$ cat src/hw/rtl/cts_pkg.sv
package cts_pkg;

  // lexer scanning modes
  typedef enum logic [3:0] {
    LEX_IDLE       = 4'd0,
    LEX_NUM        = 4'd1,
    LEX_WORD       = 4'd2,
    LEX_OP         = 4'd3,
    LEX_SLASH      = 4'd4,
    LEX_LINE_CMT   = 4'd5,
    LEX_BLOCK_CMT  = 4'd6,
    LEX_BLOCK_STAR = 4'd7,
    LEX_STRING     = 4'd8,
    LEX_STR_ESC    = 4'd9,
    LEX_CHAR_BODY  = 4'd10,
    LEX_CHAR_CLOSE = 4'd11
  } lex_mode_t;

  // most output bytes one source byte can cause
  localparam int unsigned MAX_OUT = 4;
  localparam int unsigned CNT_W   = $clog2(MAX_OUT + 1);
  localparam int unsigned SEL_W   = $clog2(MAX_OUT);

  // output bytes caused by one source byte, lowest slot first
  typedef struct packed {
    logic [CNT_W-1:0]          count;
    logic [MAX_OUT-1:0][7:0]   bytes;
  } cts_bundle_t;

  // character codes
  localparam logic [7:0] CH_NL     = 8'h0A;
  localparam logic [7:0] CH_TAB    = 8'h09;
  localparam logic [7:0] CH_SPACE  = 8'h20;
  localparam logic [7:0] CH_DQUOTE = 8'h22;
  localparam logic [7:0] CH_AMP    = 8'h26;
  localparam logic [7:0] CH_SQUOTE = 8'h27;
  localparam logic [7:0] CH_STAR   = 8'h2A;
  localparam logic [7:0] CH_PLUS   = 8'h2B;
  localparam logic [7:0] CH_DASH   = 8'h2D;
  localparam logic [7:0] CH_DOT    = 8'h2E;
  localparam logic [7:0] CH_SLASH  = 8'h2F;
  localparam logic [7:0] CH_LT     = 8'h3C;
  localparam logic [7:0] CH_EQ     = 8'h3D;
  localparam logic [7:0] CH_GT     = 8'h3E;
  localparam logic [7:0] CH_BSLASH = 8'h5C;
  localparam logic [7:0] CH_UNDER  = 8'h5F;
  localparam logic [7:0] CH_BAR    = 8'h7C;

endpackage

$ cat src/hw/rtl/cts_front.sv
module cts_front (
  input  logic                 clk,
  input  logic                 rst,
  input  logic                 in_valid,
  output logic                 in_ready,
  input  logic [7:0]           in_byte,
  input  logic                 in_end,
  input  logic                 full,
  output logic                 push,
  output cts_pkg::cts_bundle_t bundle
);

  cts_pkg::lex_mode_t mode, mode_next;
  logic [7:0]         held, held_next;
  logic               accept;
  logic               do_begin;
  logic               b_digit, b_alpha, b_num, b_word, b_op;
  logic [cts_pkg::CNT_W-1:0]                out_n;
  logic [cts_pkg::MAX_OUT-1:0][7:0]         out_bytes;

  assign in_ready = !full;
  assign accept   = in_valid && in_ready;

  // byte classes
  assign b_digit = (in_byte >= 8'h30) && (in_byte <= 8'h39);
  assign b_alpha = ((in_byte >= 8'h61) && (in_byte <= 8'h7A)) ||
                   ((in_byte >= 8'h41) && (in_byte <= 8'h5A));
  assign b_num   = b_digit || (in_byte == cts_pkg::CH_DOT);
  assign b_word  = b_alpha || b_digit || (in_byte == cts_pkg::CH_UNDER) ||
                   (in_byte == cts_pkg::CH_DASH);
  assign b_op    = in_byte inside {cts_pkg::CH_AMP, cts_pkg::CH_BAR, cts_pkg::CH_LT,
                                   cts_pkg::CH_GT, cts_pkg::CH_STAR, cts_pkg::CH_PLUS,
                                   cts_pkg::CH_DASH, cts_pkg::CH_EQ};

  // byte ends the open token and starts a fresh one
  always_comb begin
    do_begin = 1'b0;
    if (!in_end) begin
      case (mode)
        cts_pkg::LEX_NUM:   do_begin = !b_num;
        cts_pkg::LEX_WORD:  do_begin = !b_word;
        cts_pkg::LEX_OP:    do_begin = !((in_byte == held) || (in_byte == cts_pkg::CH_EQ));
        cts_pkg::LEX_SLASH: do_begin = !(in_byte inside {cts_pkg::CH_SLASH, cts_pkg::CH_STAR,
                                                         cts_pkg::CH_EQ});
        cts_pkg::LEX_LINE_CMT, cts_pkg::LEX_BLOCK_CMT, cts_pkg::LEX_BLOCK_STAR,
        cts_pkg::LEX_STRING, cts_pkg::LEX_STR_ESC, cts_pkg::LEX_CHAR_BODY,
        cts_pkg::LEX_CHAR_CLOSE: do_begin = 1'b0;
        default:            do_begin = 1'b1;
      endcase
    end
  end

  // next state
  always_comb begin
    mode_next = mode;
    held_next = held;
    if (in_end) begin
      mode_next = cts_pkg::LEX_IDLE;
      held_next = 8'h00;
    end else if (do_begin) begin
      held_next = 8'h00;
      case (in_byte)
        cts_pkg::CH_SPACE, cts_pkg::CH_TAB, cts_pkg::CH_NL: mode_next = cts_pkg::LEX_IDLE;
        cts_pkg::CH_SLASH:  mode_next = cts_pkg::LEX_SLASH;
        cts_pkg::CH_SQUOTE: mode_next = cts_pkg::LEX_CHAR_BODY;
        cts_pkg::CH_DQUOTE: mode_next = cts_pkg::LEX_STRING;
        default: begin
          if (b_op) begin
            mode_next = cts_pkg::LEX_OP;
            held_next = in_byte;
          end else if (b_digit) begin
            mode_next = cts_pkg::LEX_NUM;
          end else if (b_alpha) begin
            mode_next = cts_pkg::LEX_WORD;
          end else begin
            mode_next = cts_pkg::LEX_IDLE;
          end
        end
      endcase
    end else begin
      case (mode)
        cts_pkg::LEX_OP: begin
          mode_next = cts_pkg::LEX_IDLE;
          held_next = 8'h00;
        end
        cts_pkg::LEX_SLASH: begin
          if (in_byte == cts_pkg::CH_SLASH) mode_next = cts_pkg::LEX_LINE_CMT;
          else if (in_byte == cts_pkg::CH_STAR) mode_next = cts_pkg::LEX_BLOCK_CMT;
          else mode_next = cts_pkg::LEX_IDLE;
        end
        cts_pkg::LEX_LINE_CMT: begin
          if (in_byte == cts_pkg::CH_NL) mode_next = cts_pkg::LEX_IDLE;
        end
        cts_pkg::LEX_BLOCK_CMT: begin
          if (in_byte == cts_pkg::CH_STAR) mode_next = cts_pkg::LEX_BLOCK_STAR;
        end
        cts_pkg::LEX_BLOCK_STAR: begin
          if (in_byte == cts_pkg::CH_SLASH) mode_next = cts_pkg::LEX_IDLE;
          else if (in_byte != cts_pkg::CH_STAR) mode_next = cts_pkg::LEX_BLOCK_CMT;
        end
        cts_pkg::LEX_STRING: begin
          if (in_byte == cts_pkg::CH_BSLASH) mode_next = cts_pkg::LEX_STR_ESC;
          else if (in_byte == cts_pkg::CH_DQUOTE) mode_next = cts_pkg::LEX_IDLE;
        end
        cts_pkg::LEX_STR_ESC:    mode_next = cts_pkg::LEX_STRING;
        cts_pkg::LEX_CHAR_BODY:  mode_next = cts_pkg::LEX_CHAR_CLOSE;
        cts_pkg::LEX_CHAR_CLOSE: mode_next = cts_pkg::LEX_IDLE;
        default:                 mode_next = mode;
      endcase
    end
  end

  // output bytes: what closes or continues the open token, then a fresh start's bytes or the final newline
  always_comb begin
    out_n     = '0;
    out_bytes = '0;
    if (in_end) begin
      case (mode)
        cts_pkg::LEX_NUM, cts_pkg::LEX_WORD, cts_pkg::LEX_OP: begin
          out_bytes[out_n[cts_pkg::SEL_W-1:0]] = cts_pkg::CH_NL; out_n = out_n + 1'b1;
        end
        cts_pkg::LEX_SLASH: begin
          out_bytes[out_n[cts_pkg::SEL_W-1:0]] = cts_pkg::CH_SLASH; out_n = out_n + 1'b1;
          out_bytes[out_n[cts_pkg::SEL_W-1:0]] = cts_pkg::CH_NL; out_n = out_n + 1'b1;
        end
        cts_pkg::LEX_STRING, cts_pkg::LEX_STR_ESC: begin
          out_bytes[out_n[cts_pkg::SEL_W-1:0]] = cts_pkg::CH_DQUOTE; out_n = out_n + 1'b1;
          out_bytes[out_n[cts_pkg::SEL_W-1:0]] = cts_pkg::CH_NL; out_n = out_n + 1'b1;
        end
        cts_pkg::LEX_CHAR_BODY: begin
          out_bytes[out_n[cts_pkg::SEL_W-1:0]] = cts_pkg::CH_SQUOTE; out_n = out_n + 1'b1;
          out_bytes[out_n[cts_pkg::SEL_W-1:0]] = cts_pkg::CH_NL; out_n = out_n + 1'b1;
        end
        default: ;
      endcase
      out_bytes[out_n[cts_pkg::SEL_W-1:0]] = cts_pkg::CH_NL; out_n = out_n + 1'b1;
    end else begin
      case (mode)
        cts_pkg::LEX_NUM, cts_pkg::LEX_WORD: begin
          out_bytes[0] = do_begin ? cts_pkg::CH_NL : in_byte; out_n = out_n + 1'b1;
        end
        cts_pkg::LEX_OP: begin
          if (!do_begin) begin
            out_bytes[out_n[cts_pkg::SEL_W-1:0]] = in_byte; out_n = out_n + 1'b1;
          end
          out_bytes[out_n[cts_pkg::SEL_W-1:0]] = cts_pkg::CH_NL; out_n = out_n + 1'b1;
        end
        cts_pkg::LEX_SLASH: begin
          if (!(in_byte inside {cts_pkg::CH_SLASH, cts_pkg::CH_STAR})) begin
            out_bytes[out_n[cts_pkg::SEL_W-1:0]] = cts_pkg::CH_SLASH; out_n = out_n + 1'b1;
            if (!do_begin) begin
              out_bytes[out_n[cts_pkg::SEL_W-1:0]] = cts_pkg::CH_EQ; out_n = out_n + 1'b1;
            end
            out_bytes[out_n[cts_pkg::SEL_W-1:0]] = cts_pkg::CH_NL; out_n = out_n + 1'b1;
          end
        end
        cts_pkg::LEX_STRING: begin
          out_bytes[out_n[cts_pkg::SEL_W-1:0]] = in_byte; out_n = out_n + 1'b1;
          if (in_byte == cts_pkg::CH_DQUOTE) begin
            out_bytes[out_n[cts_pkg::SEL_W-1:0]] = cts_pkg::CH_NL; out_n = out_n + 1'b1;
          end
        end
        cts_pkg::LEX_STR_ESC: begin
          out_bytes[out_n[cts_pkg::SEL_W-1:0]] = in_byte; out_n = out_n + 1'b1;
        end
        cts_pkg::LEX_CHAR_BODY: begin
          out_bytes[out_n[cts_pkg::SEL_W-1:0]] = in_byte; out_n = out_n + 1'b1;
          out_bytes[out_n[cts_pkg::SEL_W-1:0]] = cts_pkg::CH_SQUOTE; out_n = out_n + 1'b1;
          out_bytes[out_n[cts_pkg::SEL_W-1:0]] = cts_pkg::CH_NL; out_n = out_n + 1'b1;
        end
        default: ;
      endcase
      if (do_begin) begin
        case (in_byte)
          cts_pkg::CH_SPACE, cts_pkg::CH_TAB, cts_pkg::CH_NL, cts_pkg::CH_SLASH: ;
          cts_pkg::CH_SQUOTE, cts_pkg::CH_DQUOTE: begin
            out_bytes[out_n[cts_pkg::SEL_W-1:0]] = in_byte; out_n = out_n + 1'b1;
          end
          default: begin
            out_bytes[out_n[cts_pkg::SEL_W-1:0]] = in_byte; out_n = out_n + 1'b1;
            if (!b_op && !b_digit && !b_alpha) begin
              out_bytes[out_n[cts_pkg::SEL_W-1:0]] = cts_pkg::CH_NL; out_n = out_n + 1'b1;
            end
          end
        endcase
      end
    end
  end

  // only requests that cause output go to the queue
  assign push         = accept && (out_n != '0);
  assign bundle.count = out_n;
  assign bundle.bytes = out_bytes;

  // lexer state
  always_ff @(posedge clk) begin
    if (rst) begin
      mode <= cts_pkg::LEX_IDLE;
      held <= 8'h00;
    end else if (accept) begin
      mode <= mode_next;
      held <= held_next;
    end
  end

  // a held operator exists only while an operator token is open
  a_held_in_op: assert property (@(posedge clk) disable iff (rst)
    (held != 8'h00) |-> (mode == cts_pkg::LEX_OP))
    else $error("held operator outside operator mode");

  // a stalled front keeps its state
  a_stall_holds: assert property (@(posedge clk) disable iff (rst)
    !accept |=> ($stable(mode) && $stable(held)))
    else $error("lexer state moved without a request");

  // end of input always leaves the lexer idle
  a_end_idles: assert property (@(posedge clk) disable iff (rst)
    (accept && in_end) |=> (mode == cts_pkg::LEX_IDLE && held == 8'h00))
    else $error("lexer not idle after end of input");

endmodule

$ cat src/hw/rtl/cts_queue.sv
module cts_queue #(
  parameter int unsigned DEPTH = 4
) (
  input  logic                 clk,
  input  logic                 rst,
  input  logic                 push,
  input  cts_pkg::cts_bundle_t wr_data,
  output logic                 full,
  input  logic                 pop,
  output logic                 empty,
  output cts_pkg::cts_bundle_t rd_data
);

  localparam int unsigned AW = (DEPTH > 1) ? $clog2(DEPTH) : 1;
  localparam logic [AW-1:0] LAST_IDX = AW'(DEPTH - 1);
  localparam logic [AW:0]   FULL_CNT = (AW + 1)'(DEPTH);

  cts_pkg::cts_bundle_t mem [DEPTH];
  logic [AW-1:0] wr_ptr, rd_ptr;
  logic [AW:0]   fill;
  logic          do_push, do_pop;

  assign full    = (fill == FULL_CNT);
  assign empty   = (fill == '0);
  assign do_push = push && !full;
  assign do_pop  = pop && !empty;
  assign rd_data = mem[rd_ptr];

  // storage
  always_ff @(posedge clk) begin
    if (do_push) begin
      mem[wr_ptr] <= wr_data;
    end
  end

  // pointers and fill count
  always_ff @(posedge clk) begin
    if (rst) begin
      wr_ptr <= '0;
      rd_ptr <= '0;
      fill   <= '0;
    end else begin
      if (do_push) begin
        wr_ptr <= (wr_ptr == LAST_IDX) ? '0 : wr_ptr + 1'b1;
      end
      if (do_pop) begin
        rd_ptr <= (rd_ptr == LAST_IDX) ? '0 : rd_ptr + 1'b1;
      end
      if (do_push && !do_pop) begin
        fill <= fill + 1'b1;
      end else if (do_pop && !do_push) begin
        fill <= fill - 1'b1;
      end
    end
  end

  // the front never pushes into a full queue
  a_no_overflow: assert property (@(posedge clk) disable iff (rst)
    full |-> !push)
    else $error("push into full queue");

  // fill count stays within the depth
  a_fill_range: assert property (@(posedge clk) disable iff (rst)
    fill <= FULL_CNT)
    else $error("queue fill count out of range");

  // stored bundles are never empty
  a_count_nonzero: assert property (@(posedge clk) disable iff (rst)
    !empty |-> (rd_data.count != '0))
    else $error("queue head holds no bytes");

endmodule

$ cat src/hw/rtl/cts_back.sv
module cts_back (
  input  logic                 clk,
  input  logic                 rst,
  input  logic                 empty,
  input  cts_pkg::cts_bundle_t head,
  output logic                 pop,
  output logic                 out_valid,
  input  logic                 out_ready,
  output logic [7:0]           out_byte,
  output logic                 out_last
);

  logic [cts_pkg::SEL_W-1:0] idx;
  logic                      fire;

  assign out_valid = !empty;
  assign out_byte  = head.bytes[idx];
  assign out_last  = ({1'b0, idx} == (head.count - 1'b1));
  assign fire      = out_valid && out_ready;
  assign pop       = fire && out_last;

  // slot within the head bundle
  always_ff @(posedge clk) begin
    if (rst) begin
      idx <= '0;
    end else if (fire) begin
      idx <= out_last ? '0 : idx + 1'b1;
    end
  end

  // the slot never runs past the bundle's byte count
  a_idx_range: assert property (@(posedge clk) disable iff (rst)
    out_valid |-> ({1'b0, idx} < head.count))
    else $error("serializer slot beyond bundle");

  // a bundle leaves the queue only on its final byte
  a_pop_last: assert property (@(posedge clk) disable iff (rst)
    pop |=> (idx == '0))
    else $error("slot not rewound after bundle");

  // slot only moves on a request
  a_idx_stall: assert property (@(posedge clk) disable iff (rst)
    !fire |=> $stable(idx))
    else $error("slot moved without a request");

endmodule

$ cat src/hw/rtl/c_token_splitter.sv
// c_token_splitter: splits C source text into tokens, one token per line.
//
// input stream (s_axis_*): one source byte per request in tdata; tlast set
// marks end of input, which flushes the open token and adds a final newline
// (tdata is then ignored).
// output stream (m_axis_*): token bytes and newline separators, one per
// request; tlast marks the final byte caused by one input request.
//
// a front lexer classifies each byte combinationally and pushes the one to
// four bytes it causes, if any, as one bundle into a DEPTH-entry queue; a back
// serializer sends the head bundle one byte per cycle while m_axis_tready is high.
// each output byte is read from the queue, so it is registered before it is sent.
// throughput: one input byte per cycle while the output keeps up; the output
// side moves one byte per cycle while the receiver is ready, so an input
// causing k bytes holds the output for all k of them, and the queue absorbs bursts.
// a stalled receiver fills the queue, then s_axis_tready drops; no bytes are
// lost. reset (rst, synchronous) empties the queue and leaves the lexer idle.
module c_token_splitter #(
  parameter int unsigned DEPTH = 4
) (
  input  logic       clk,
  input  logic       rst,
  input  logic       s_axis_tvalid,
  output logic       s_axis_tready,
  input  logic [7:0] s_axis_tdata,   // [7:0] in_byte
  input  logic       s_axis_tlast,   // end_of_input
  output logic       m_axis_tvalid,
  input  logic       m_axis_tready,
  output logic [7:0] m_axis_tdata,   // [7:0] out_byte
  output logic       m_axis_tlast    // last
);

  cts_pkg::cts_bundle_t wr_bundle, head;
  logic                 push, full, pop, empty;

  // lexer
  cts_front u_front (
    .clk      (clk),
    .rst      (rst),
    .in_valid (s_axis_tvalid),
    .in_ready (s_axis_tready),
    .in_byte  (s_axis_tdata),
    .in_end   (s_axis_tlast),
    .full     (full),
    .push     (push),
    .bundle   (wr_bundle)
  );

  // bundle queue
  cts_queue #(
    .DEPTH (DEPTH)
  ) u_queue (
    .clk     (clk),
    .rst     (rst),
    .push    (push),
    .wr_data (wr_bundle),
    .full    (full),
    .pop     (pop),
    .empty   (empty),
    .rd_data (head)
  );

  // serializer
  cts_back u_back (
    .clk       (clk),
    .rst       (rst),
    .empty     (empty),
    .head      (head),
    .pop       (pop),
    .out_valid (m_axis_tvalid),
    .out_ready (m_axis_tready),
    .out_byte  (m_axis_tdata),
    .out_last  (m_axis_tlast)
  );

endmodule
$ cat config.mk
export PLATFORM = sky130hd
export DESIGN_NAME = c_token_splitter
export DESIGN_NICKNAME = d
export VERILOG_FILES = /design/src/hw/rtl/cts_pkg.sv /design/src/hw/rtl/cts_front.sv /design/src/hw/rtl/cts_queue.sv /design/src/hw/rtl/cts_back.sv /design/src/hw/rtl/c_token_splitter.sv
export SDC_FILE = /design/constraint.sdc
export NUM_CORES = 1
export LEC_CHECK = 0
export BUFFER_PORTS_ARGS = -buffer_cell sky130_fd_sc_hd__buf_4
export CAP_MARGIN = 20
export CORE_ASPECT_RATIO = 0.75
export CORE_MARGIN = 5
export CORE_UTILIZATION = 40
export CTS_BUF_LIST = sky130_fd_sc_hd__clkbuf_8
export CTS_CLUSTER_SIZE = 16
export DETAILED_ROUTE_END_ITERATION = 10
export SYNTH_ARGS = -nofsm -noshare
export SYNTH_HDL_FRONTEND = slang
export SYNTH_SLANG_ARGS = --single-unit
$ cat constraint.sdc
create_clock -name clk -period 6.2 [get_ports clk]
set_input_delay 0.93 -clock clk [delete_from_list [all_inputs] [get_ports clk]]
set_output_delay 0.93 -clock clk [all_outputs]
set_load 0.02 [all_outputs]
==> impl_metrics.tcl, run 1 <==
set metrics [dict create \
    clock.fmax_ghz 0.188 \
    grt_pass1_wl_microns 29600 \
    dr.pass1.iters 5 \
    final_nets 651 \
    busiest_layer "met2" \
    cp_data_arrival_time_ns 5.69 \
    grt_pass1_vias 5029 \
    avgSynthCellArea_sq_um 13.3 \
    antenna_cells 0 \
    ys.warnings.count 0 \
    critPathCaptureType "flop" \
    ys_async_sr_fraction_pct 0 \
    fin_crit_sh_pct 85.6 \
    critical_path.slowest_cell "dfxtp_1" \
    min_path_cells 2 \
    met3_usage_pct 4.06 \
    core_area_sq_um 20100 \
    die_w_microns 175 \
    pwr-share-seq_pct 48.9 \
    insertion_delay_ns 0.44 \
    die-area_sq_um 23300 \
    power.internal_mw 1.98 \
    total_power_mw 2.86 \
    area_delta_synth_final_pct 10.3 \
    dp_cells 859 \
    syn_area_sq_um 8120 \
    antenna_found_initial 0 \
    crit_path_start_kind "flop" \
    p_sw_uw 881 \
    hold_path.class "flop to flop" \
    track_usage_pct 16.5 \
    synth_most_common_cell "edfxtp_1" \
    hold_ws_ns 0.467 \
    cts_hold_buffers 0 \
    instances_no_fill 891 \
    clock-root-buffer "clkbuf_8" \
    power_leakage_nw 2.99 \
    antenna_left 0 \
    clk_path_buf_depth 2 \
    critPathMostFrequentCell "nand2_1" \
    max-slew-margin-rel_pct 30.9 \
    cts_max_level 4 \
    worstMarginPinSlew_ns 1.03 \
    grt_use_met2_pct 25.2 \
    dp_hpwl_microns 12500 \
    drc 0 \
    postCtsSetupBuffers 0 \
    ios 24 \
    crit_path_cell_trace "nand2_1 > nor3_1 > nand2_1 > o21ai_0 > o21ai_2 > buf_4 > a21oi_1 > nand2_1 > inv_1 > ha_1 > o21ai_0 > mux2_2 > o211ai_1 > o211ai_2 > a31oi_4 > ha_1 > inv_1 > fa_1 > xor2_1 > or3_1 > a21oi_1" \
    drive_gt1_share_pct 19.7 \
    placementRows 45 \
    ys_seq_elements 163 \
    cp_slowest_stage_delay_ns 0.78 \
    worstRegToRegCells 21 \
    skew_ns 0.0115 \
    pwr-share-clk_pct 26.9 \
    cts.sinks 163 \
    synthTopCellsByArea "edfxtp_1 (52%), mux4_2 (12%), dfxtp_1 (5.7%)" \
    outcome "finished, final reports clean" \
    tns_ns 0 \
    wl_per_cell_microns 21.0 \
    grt_max_degree 36 \
    gp_congestion 0.878 \
    hold_viol 0 \
    cts_resized 0 \
    rsz0062_at_grt "false" \
    grt_overflow 0 \
    portBuffers 23 \
    slew_viol_final 0 \
    synth_cell_types 73 \
    start_util_pct 40.4 \
    setup_viol 0 \
    synth_common_cells "edfxtp_1 (140), nand2_1 (45), mux4_2 (43), nor2_1 (39), a21oi_1 (31)" \
    cts_inserted_buffers 17 \
    viasPerCell 5.79 \
    synth_top_area_share_pct 51.7 \
    synth_fp_nets 641 \
    synth.largest_area_cell "edfxtp_1" \
    p_sw_share_pct 30.8 \
    routed_wl_microns 18700 \
    vdd_ir_drop_max_v 0.000170 \
    drv_cap 0 \
    die_h_microns 133 \
    grt_use_met1_pct 24.0 \
    tritoncts "built" \
    powerDensity_nw_per_um2 319 \
    fin_ws_ns 0.892 \
    pwr-share-comb_pct 24.2 \
    ys_seq_area_share_pct 57.4 \
    drtIter0Drc 403 \
    synth_ff_type "edfxtp_1" \
    cp.required_ns 6.58 \
    crit_type "flop to flop" \
    period_minus_slack_ns 5.31 \
    clk_pin_slew_worst_paths_ns 0.09 \
    syn_inst 610 \
    dpl_worst_slack_ns 0.592 \
    vias 5162 \
    synth_edf_count 140 \
    worstPathMaxFanout 23 \
]
path summary, 6_finish.rpt:
path                        start         endpoint  slack, ns
hold / removal    u_front.held[4]  u_front.held[4]       0.47
hold reg to reg   u_front.held[4]  u_front.held[4]       0.47
setup / recovery  u_front.mode[0]  u_queue.fill[2]       0.89
setup reg to reg  u_front.mode[0]  u_queue.fill[2]       0.89
area by class of cell:
class                           instances  area, sq um
Fill cell                            1783        11100
Sequential cell                       163         4670
Multi-Input combinational cell        390         3220
Tap cell                              258          323
Timing Repair Buffer                   32          290
Clock buffer                           17          234
Clock inverter                         15          163
Inverter                               16         60.1
worst max-delay path: cells and delay by family (launching register included):
family / cells / cell delay [ns]
AOI/OAI and AO/OA: 8 / 1.44
and+or+nand+nor: 5 / 1.10
adders and majority gates: 3 / 1.01
DFF: 1 / 0.78
buffers and inverters: 3 / 0.41
muxes: 1 / 0.31
xor gates and xnor gates: 1 / 0.18
logic make-up after synthesis:
| kind of cell | count (synthesis) | share of synthesized area (%) |
|---|---|---|
| AND/OR/NAND/NOR | 187 | 12.0 |
| flip-flops | 163 | 57.4 |
| AO/OA/AOI/OAI | 112 | 9.43 |
| buffers and inverters | 57 | 2.91 |
| multiplexers | 53 | 13.2 |
| XOR/XNOR | 20 | 2.16 |
| adder cells (fa/ha/maj) | 18 | 2.86 |
per-layer routing:
layer	wire [microns]	vias up
met5	0	-
met4	255	0
met3	1060	20
met2	8580	184
met1	8810	2607
li1	-	2351
power groups by stage:
stage,logic [mW],registers [mW],clock network [mW]
3_5_place_dp,0.697,1.43,0
5_1_grt,0.750,1.41,0.839
6_report,0.691,1.40,0.769
3_3_place_gp,0.690,1.42,0
4_1_cts,0.700,1.40,0.786
2_1_floorplan,0.506,1.38,0
placed cells by master (no fill, tap or decap), types with 9 or more instances in the layout:
cell type	instances
clkbuf_8	17
nor3_1	14
inv_1	16
edfxtp_1	140
ha_1	17
dfxtp_1	22
nand2_1	45
mux4_2	43
nand2b_1	9
buf_4	28
and2_1	29
nor2_1	39
nand3_1	15
a21oi_1	31
xnor2_1	14
o21ai_0	23
flip-flops by register name, indices dropped and copies added, names as in the netlist, named ones only:
register and count:
u_back.idx 2, u_front.held 8, u_front.mode 4, u_queue.fill 3
u_queue.mem 140, u_queue.rd_ptr 2, u_queue.wr_ptr 2
metrics by stage:
step	util, %	area (sq um)
6_report	44.6	8960
3_5_place_dp	42.6	8560
3_3_place_gp	42.6	8560
5_1_grt	44.6	8960
4_1_cts	44.6	8960
2_1_floorplan	-	8120
No activity file was read; power rests on OpenSTA's default activity.
==> run 2, diff against run 1 <==
--- a/config.mk
+++ b/config.mk
@@ -5,6 +5,7 @@
 export SDC_FILE = /design/constraint.sdc
 export NUM_CORES = 1
 export LEC_CHECK = 0
+export ABC_AREA = 1
 export BUFFER_PORTS_ARGS = -buffer_cell sky130_fd_sc_hd__buf_4
 export CAP_MARGIN = 20
 export CORE_ASPECT_RATIO = 0.75
==> impl_metrics.tcl, run 2 <==
set metrics [dict create \
    synth_ff_type "edfxtp_1" \
    drtIter0Drc 834 \
    grt_pass1_wl_microns 34700 \
    skew_ns 0.0152 \
    crit_path_start_kind "input pin" \
    tns_ns 0 \
    fin_crit_sh_pct 77.6 \
    pwr-share-clk_pct 21.1 \
    p_sw_mw 1.65 \
    ys_async_sr_fraction_pct 0 \
    dr.pass1.iters 6 \
    cts_inserted_buffers 17 \
    viasPerCell 5.39 \
    die_h_microns 136 \
    pwr-share-comb_pct 41.2 \
    drc 0 \
    antenna_found_initial 0 \
    largest_register_ffs 140 \
    pwr-share-seq_pct 37.7 \
    syn_inst 896 \
    avgSynthCellArea_sq_um 9.46 \
    drv_cap 0 \
    synth_most_common_cell "edfxtp_1" \
    track_usage_pct 18.7 \
    vias 6473 \
    clk_pin_slew_worst_paths_ns 0.09 \
    grt_max_degree 72 \
    top_regs "u_queue.mem: 140 flops, u_front.held: 8 flops, u_front.mode: 4 flops" \
    power_leakage_nw 3.52 \
    die-area_sq_um 24200 \
    synth_edf_count 140 \
    core_area_sq_um 21000 \
    powerDensity_nw_per_um2 440 \
    portBuffers 23 \
    min_path_cells 2 \
    synth_fp_nets 927 \
    tritoncts "built" \
    regMostFlops "u_queue.mem" \
    die_w_microns 178 \
    ys.warnings.count 0 \
    synthTopCellsByArea "edfxtp_1 (50%), o21ai_0 (6.1%), nor2_1 (6.1%)" \
    wl_per_cell_microns 18.2 \
    synth_common_cells "edfxtp_1 (140), nor2_1 (138), nand2_1 (130), o21ai_0 (104), inv_1 (68)" \
    hold_path.class "flop to flop" \
    postCtsSetupBuffers 0 \
    ys_seq_elements 163 \
    outcome "finished, final reports clean" \
    p_sw_share_pct 40.5 \
    power.internal_mw 2.43 \
    syn_area_sq_um 8470 \
    grt_overflow 0 \
    antenna_cells 0 \
    ios 24 \
    ff2ff_setup_slack_ns 1.59 \
    setup_viol 0 \
    clock-root-buffer "clkbuf_8" \
    max-slew-margin-rel_pct 47.1 \
    cts_hold_buffers 0 \
    crit_type "input pin to flop" \
    start_util_pct 40.3 \
    vdd_ir_drop_max_v 0.000185 \
    cp.required_ns 6.56 \
    worstPathMaxFanout 20 \
    grt_pass1_vias 6016 \
    cts_max_level 4 \
    clock.fmax_ghz 0.208 \
    cts.sinks 163 \
    area_delta_synth_final_pct 9.57 \
    cts_resized 0 \
    routed_wl_microns 21800 \
    ys_seq_area_share_pct 55.0 \
    antenna_left 0 \
    period_minus_slack_ns 4.81 \
    total_power_mw 4.09 \
    cp_data_arrival_time_ns 5.17 \
    synth.largest_area_cell "edfxtp_1" \
    synth_cell_types 54 \
    rsz0062_at_grt "false" \
    insertion_delay_ns 0.46 \
    drive_gt1_share_pct 13.6 \
    hold_viol 0 \
    clk_path_buf_depth 2 \
    layout_commonest_cell "edfxtp_1" \
    gp_congestion 0.962 \
    slew_viol_final 0 \
    final_nets 932 \
    worstRegToRegCells 28 \
    dp_hpwl_microns 14300 \
    critPathCaptureType "flop" \
    synth_top_area_share_pct 49.6 \
    worstMarginPinSlew_ns 0.789 \
    final_cell_mix "edfxtp_1 (140), nor2_1 (134), nand2_1 (130)" \
    placementRows 46 \
]
==> run 2: cell count changes after synthesis, moves of 10 or more <==
cell      change
and2_1       -28
inv_1        +52
inv_2        +11
mux4_2       -43
nand2_1      +85
nand2_2      +10
nand3_1      +16
nor2_1       +99
o21ai_0      +81
o221ai_1     +25
==> run 2: power by group through the flow <==
stage	sequential [mW]	combinational, mW	clock [mW]
global placement	1.56	1.68	0
floorplan	1.55	1.16	0
CTS	1.54	1.69	0.883
detailed placement	1.57	1.68	0
global route	1.56	1.87	0.935
finish	1.54	1.69	0.862
==> run 2: cell families after synthesis <==
| group | count (synthesis) | synth area share (%) |
|---|---|---|
| buffers and inverters | 132 | 6.97 |
| and+or+nand+nor | 356 | 18.8 |
| DFF | 163 | 55.0 |
| AOI/OAI and AO/OA | 221 | 15.8 |
| xor gates and xnor gates | 6 | 0.620 |
| adders and majority gates | 18 | 2.75 |
==> run 2: worst paths after layout <==
path	end	startpoint
setup reg to reg	u_queue.fill[2]	u_front.mode[2]
setup / recovery	u_queue.fill[1]	s_axis_tdata[1]
hold / removal	u_front.held[7]	u_front.held[7]
hold reg to reg	u_front.held[7]	u_front.held[7]
==> run 2: layout make-up <==
cell class              count  area, sq um
flip-flops and latches    163         4670
multi-input cells         601         3250
clock buffers              17          234
well taps                 288          360
inverters                  85          327
clock inverters            15          201
repair buffers             33          248
fillers                  2053        11700
==> run 2: critical path, stage by stage <==
cell,delay [ns]
buf_4,0.16
inv_2,0.16
nand4_1,0.17
nor2_1,0.14
nor2_1,0.05
nand3_1,0.06
nand2_1,0.05
nor2_1,0.11
nand2_2,0.21
nand2_2,0.45
nand2_1,0.22
nand3_2,0.16
inv_1,0.09
ha_1,0.27
nand3_1,0.13
a21o_1,0.12
nand2_1,0.05
a21oi_2,0.13
nand2_1,0.07
a21oi_2,0.13
nand2_2,0.10
nand2_2,0.21
inv_1,0.07
ha_1,0.17
inv_1,0.10
fa_1,0.42
o21ai_0,0.15
a21oi_1,0.05
==> run 2: layer usage <==
layer	vias to the layer above	routed length [microns]	GRT usage [%]
li1	3135	-	-
met1	3087	10700	28.8
met2	230	9330	26.6
met4	0	235	5.45
met5	-	0	0
met3	21	1600	3.56
==> run 2: stage by stage <==
step                      std cells  hold slack (ns)  instance area (sq um)  util [%]  worst slack (ns)
after detailed placement       1170            0.464                   8850      42.1             0.925
after global routing           1202            0.482                   9290      44.2             0.899
after floorplan                 896            0.431                   8470         -              1.32
after CTS                      1202            0.477                   9290      44.2              1.45
after global placement         1170            0.457                   8850      42.1              1.03
final                          1202            0.471                   9290      44.2              1.39
==> run 3, diff against run 2 <==
==> constraint.sdc (replaced) <==
create_clock -name clk -period 4 [get_ports clk]
set_input_delay 0.6 -clock clk [delete_from_list [all_inputs] [get_ports clk]]
set_output_delay 0.6 -clock clk [all_outputs]
set_load 0.02 [all_outputs]
==> impl_metrics.tcl, run 3 (same netlist as run 2, synthesis figures left out) <==
set metrics [dict create \
    largest_register_ffs 140 \
    r2r-start "u_front.mode[1]" \
    portBuffers 23 \
    final_nets 964 \
    drtIter0Drc 667 \
    crit_type "flop to flop" \
    rsz0062_at_grt "false" \
    period_minus_slack_ns 3.53 \
    gp_congestion 0.954 \
    drc 0 \
    antenna_left 0 \
    fillerInstances 2000 \
    hp-start "rst" \
    r2r-end "u_queue.fill[2]" \
    area_delta_synth_final_pct 13.0 \
    tritoncts "built" \
    ios 24 \
    outcome "finished, final reports clean" \
    cts_inserted_buffers 17 \
    clk_pin_slew_worst_paths_ns 0.10 \
    regMostFlops "u_queue.mem" \
    powerDensity_nw_per_um2 668 \
    grt_max_degree 49 \
    hold_ws_ns 0.348 \
    setup_viol 0 \
    clock-root-buffer "clkbuf_8" \
    dpl_worst_slack_ns 0.0668 \
    cp_data_arrival_time_ns 3.94 \
    viasPerCell 5.38 \
    clk_path_buf_depth 2 \
    grt_pass1_wl_microns 34600 \
    wl_met3_microns 1670 \
    vdd_ir_drop_max_v 0.000250 \
    cp-startpoint "u_front.mode[1]" \
    clock.fmax_ghz 0.283 \
    antenna_cells 0 \
    cts.sinks 163 \
    drive_gt1_share_pct 16.9 \
    endpoint "u_queue.fill[2]" \
    vias 6633 \
    skew_ns 0.0170 \
    cp_slowest_stage_delay_ns 0.39 \
    final_cell_mix "edfxtp_1 (140), nor2_1 (133), nand2_1 (130)" \
    dr.pass1.iters 5 \
    die-area_sq_um 24200 \
    wl_met2_microns 9430 \
    fin_crit_sh_pct 88.4 \
    seq_area_sq_um 4670 \
    drt-met1-wl_microns 10600 \
    dp_hpwl_microns 15000 \
    worstMarginPinSlew_ns 0.693 \
    placementRows 46 \
    worstPathMaxFanout 5 \
    critPathMostFrequentCell "nand2_1" \
    cp.required_ns 4.41 \
    critPathCaptureType "flop" \
    start_util_pct 40.3 \
    die_h_microns 136 \
    track_usage_pct 18.6 \
    grt_overflow 0 \
    slew_viol_final 0 \
    critical_path.slowest_cell "dfxtp_2" \
    layout_commonest_cell "edfxtp_1" \
    wl_per_cell_microns 17.8 \
    finalInstanceArea_sq_um 9580 \
    worstRegToRegCells 30 \
    post_dp_cell_area_sq_um 9120 \
    core_area_sq_um 21000 \
    multi_input_area_sq_um 3260 \
    grt_pass1_vias 6117 \
    power_leakage_nw 3.68 \
    crit_path_start_kind "flop" \
    hold_path.class "input pin to flop" \
    top_layer "met4" \
    cts_hold_buffers 0 \
    routed_wl_microns 21900 \
    max-slew-margin-rel_pct 53.7 \
    drv_cap 0 \
    fin_ws_ns 0.466 \
    top_regs "u_queue.mem: 140 flops, u_front.held: 8 flops, u_front.mode: 4 flops" \
    insertion_delay_ns 0.47 \
    die_w_microns 178 \
    ff2ff_setup_slack_ns 0.47 \
    hold_viol 0 \
    antenna_found_initial 0 \
    cts_max_level 4 \
]
-- run 3: changes by cell type in the layout (fill, tap and decap cells not counted) --
cell / before / now
dfxtp_2: 1 / 4
bufinv_16: 4 / 3
clkinvlp_4: 0 / 3
dfxtp_1: 22 / 19
nor2_1: 134 / 133
clkinv_2: 2 / 1
clkinv_4: 3 / 2
buf_12: 0 / 5
buf_4: 33 / 60
inv_1: 67 / 69
clkinv_1: 6 / 4
nor2_4: 8 / 9
-- run 3: how the worst min path moves through the flow --
stage | end | cells after the start
floorplan | u_front.held[7] | 2
global placement | u_front.held[7] | 2
detailed placement | u_front.held[7] | 2
CTS | u_front.mode[0] | 2
global route | u_front.held[4] | 2
finish | u_front.mode[0] | 2
-- run 3: cell type report --
class | count | share of cell area, %
well taps | 288 | 3.76
flip-flops and latches | 163 | 48.8
clock inverters | 15 | 1.88
repair buffers | 65 | 5.75
multi-input cells | 601 | 34.0
clock buffers | 17 | 2.44
inverters | 85 | 3.41
-- run 3: what timing repair did --
item | CTS | global route
endpoints found under the setup margin | 0 | 2
gates resized for setup | 0 | 5
setup buffers | 0 | 4
endpoints found under the hold margin | 0 | 0
-- run 3: worst max-delay path: cells and delay by family (launching register included) --
family                   cells  cell delay, ns
AO/OA/AOI/OAI                6            0.62
adder cells (fa/ha/maj)      3            0.68
buffers and inverters        4            0.36
flip-flops                   1            0.39
AND/OR/NAND/NOR             17            1.42
-- run 3: metal layers --
layer / track usage [%] / vias to the layer above
met2: 27.5 / 251
met3: 4.11 / 19
met4: 3.86 / 0
met5: 0 / -
met1: 28.1 / 3157
li1: - / 3206
-- run 3: where the power goes --
part,total (mW),internal [mW],switching (mW)
combinational,2.71,0.906,1.80
clock,1.27,0.624,0.647
sequential,2.42,2.28,0.131
total,6.40,3.81,2.58
-- run 3: per-stage QoR --
| step | std cells | util, % | setup TNS [ns] | total power [mW] |
|---|---|---|---|---|
| CTS | 1230 | 45.4 | 0 | 6.39 |
| floorplan | 896 | - | -76.48 | 4.19 |
| detailed placement | 1198 | 43.4 | 0 | 5.13 |
| finish | 1234 | 45.6 | 0 | 6.40 |
| global placement | 1198 | 43.4 | 0 | 5.11 |
| global route | 1234 | 45.6 | 0 | 6.81 |
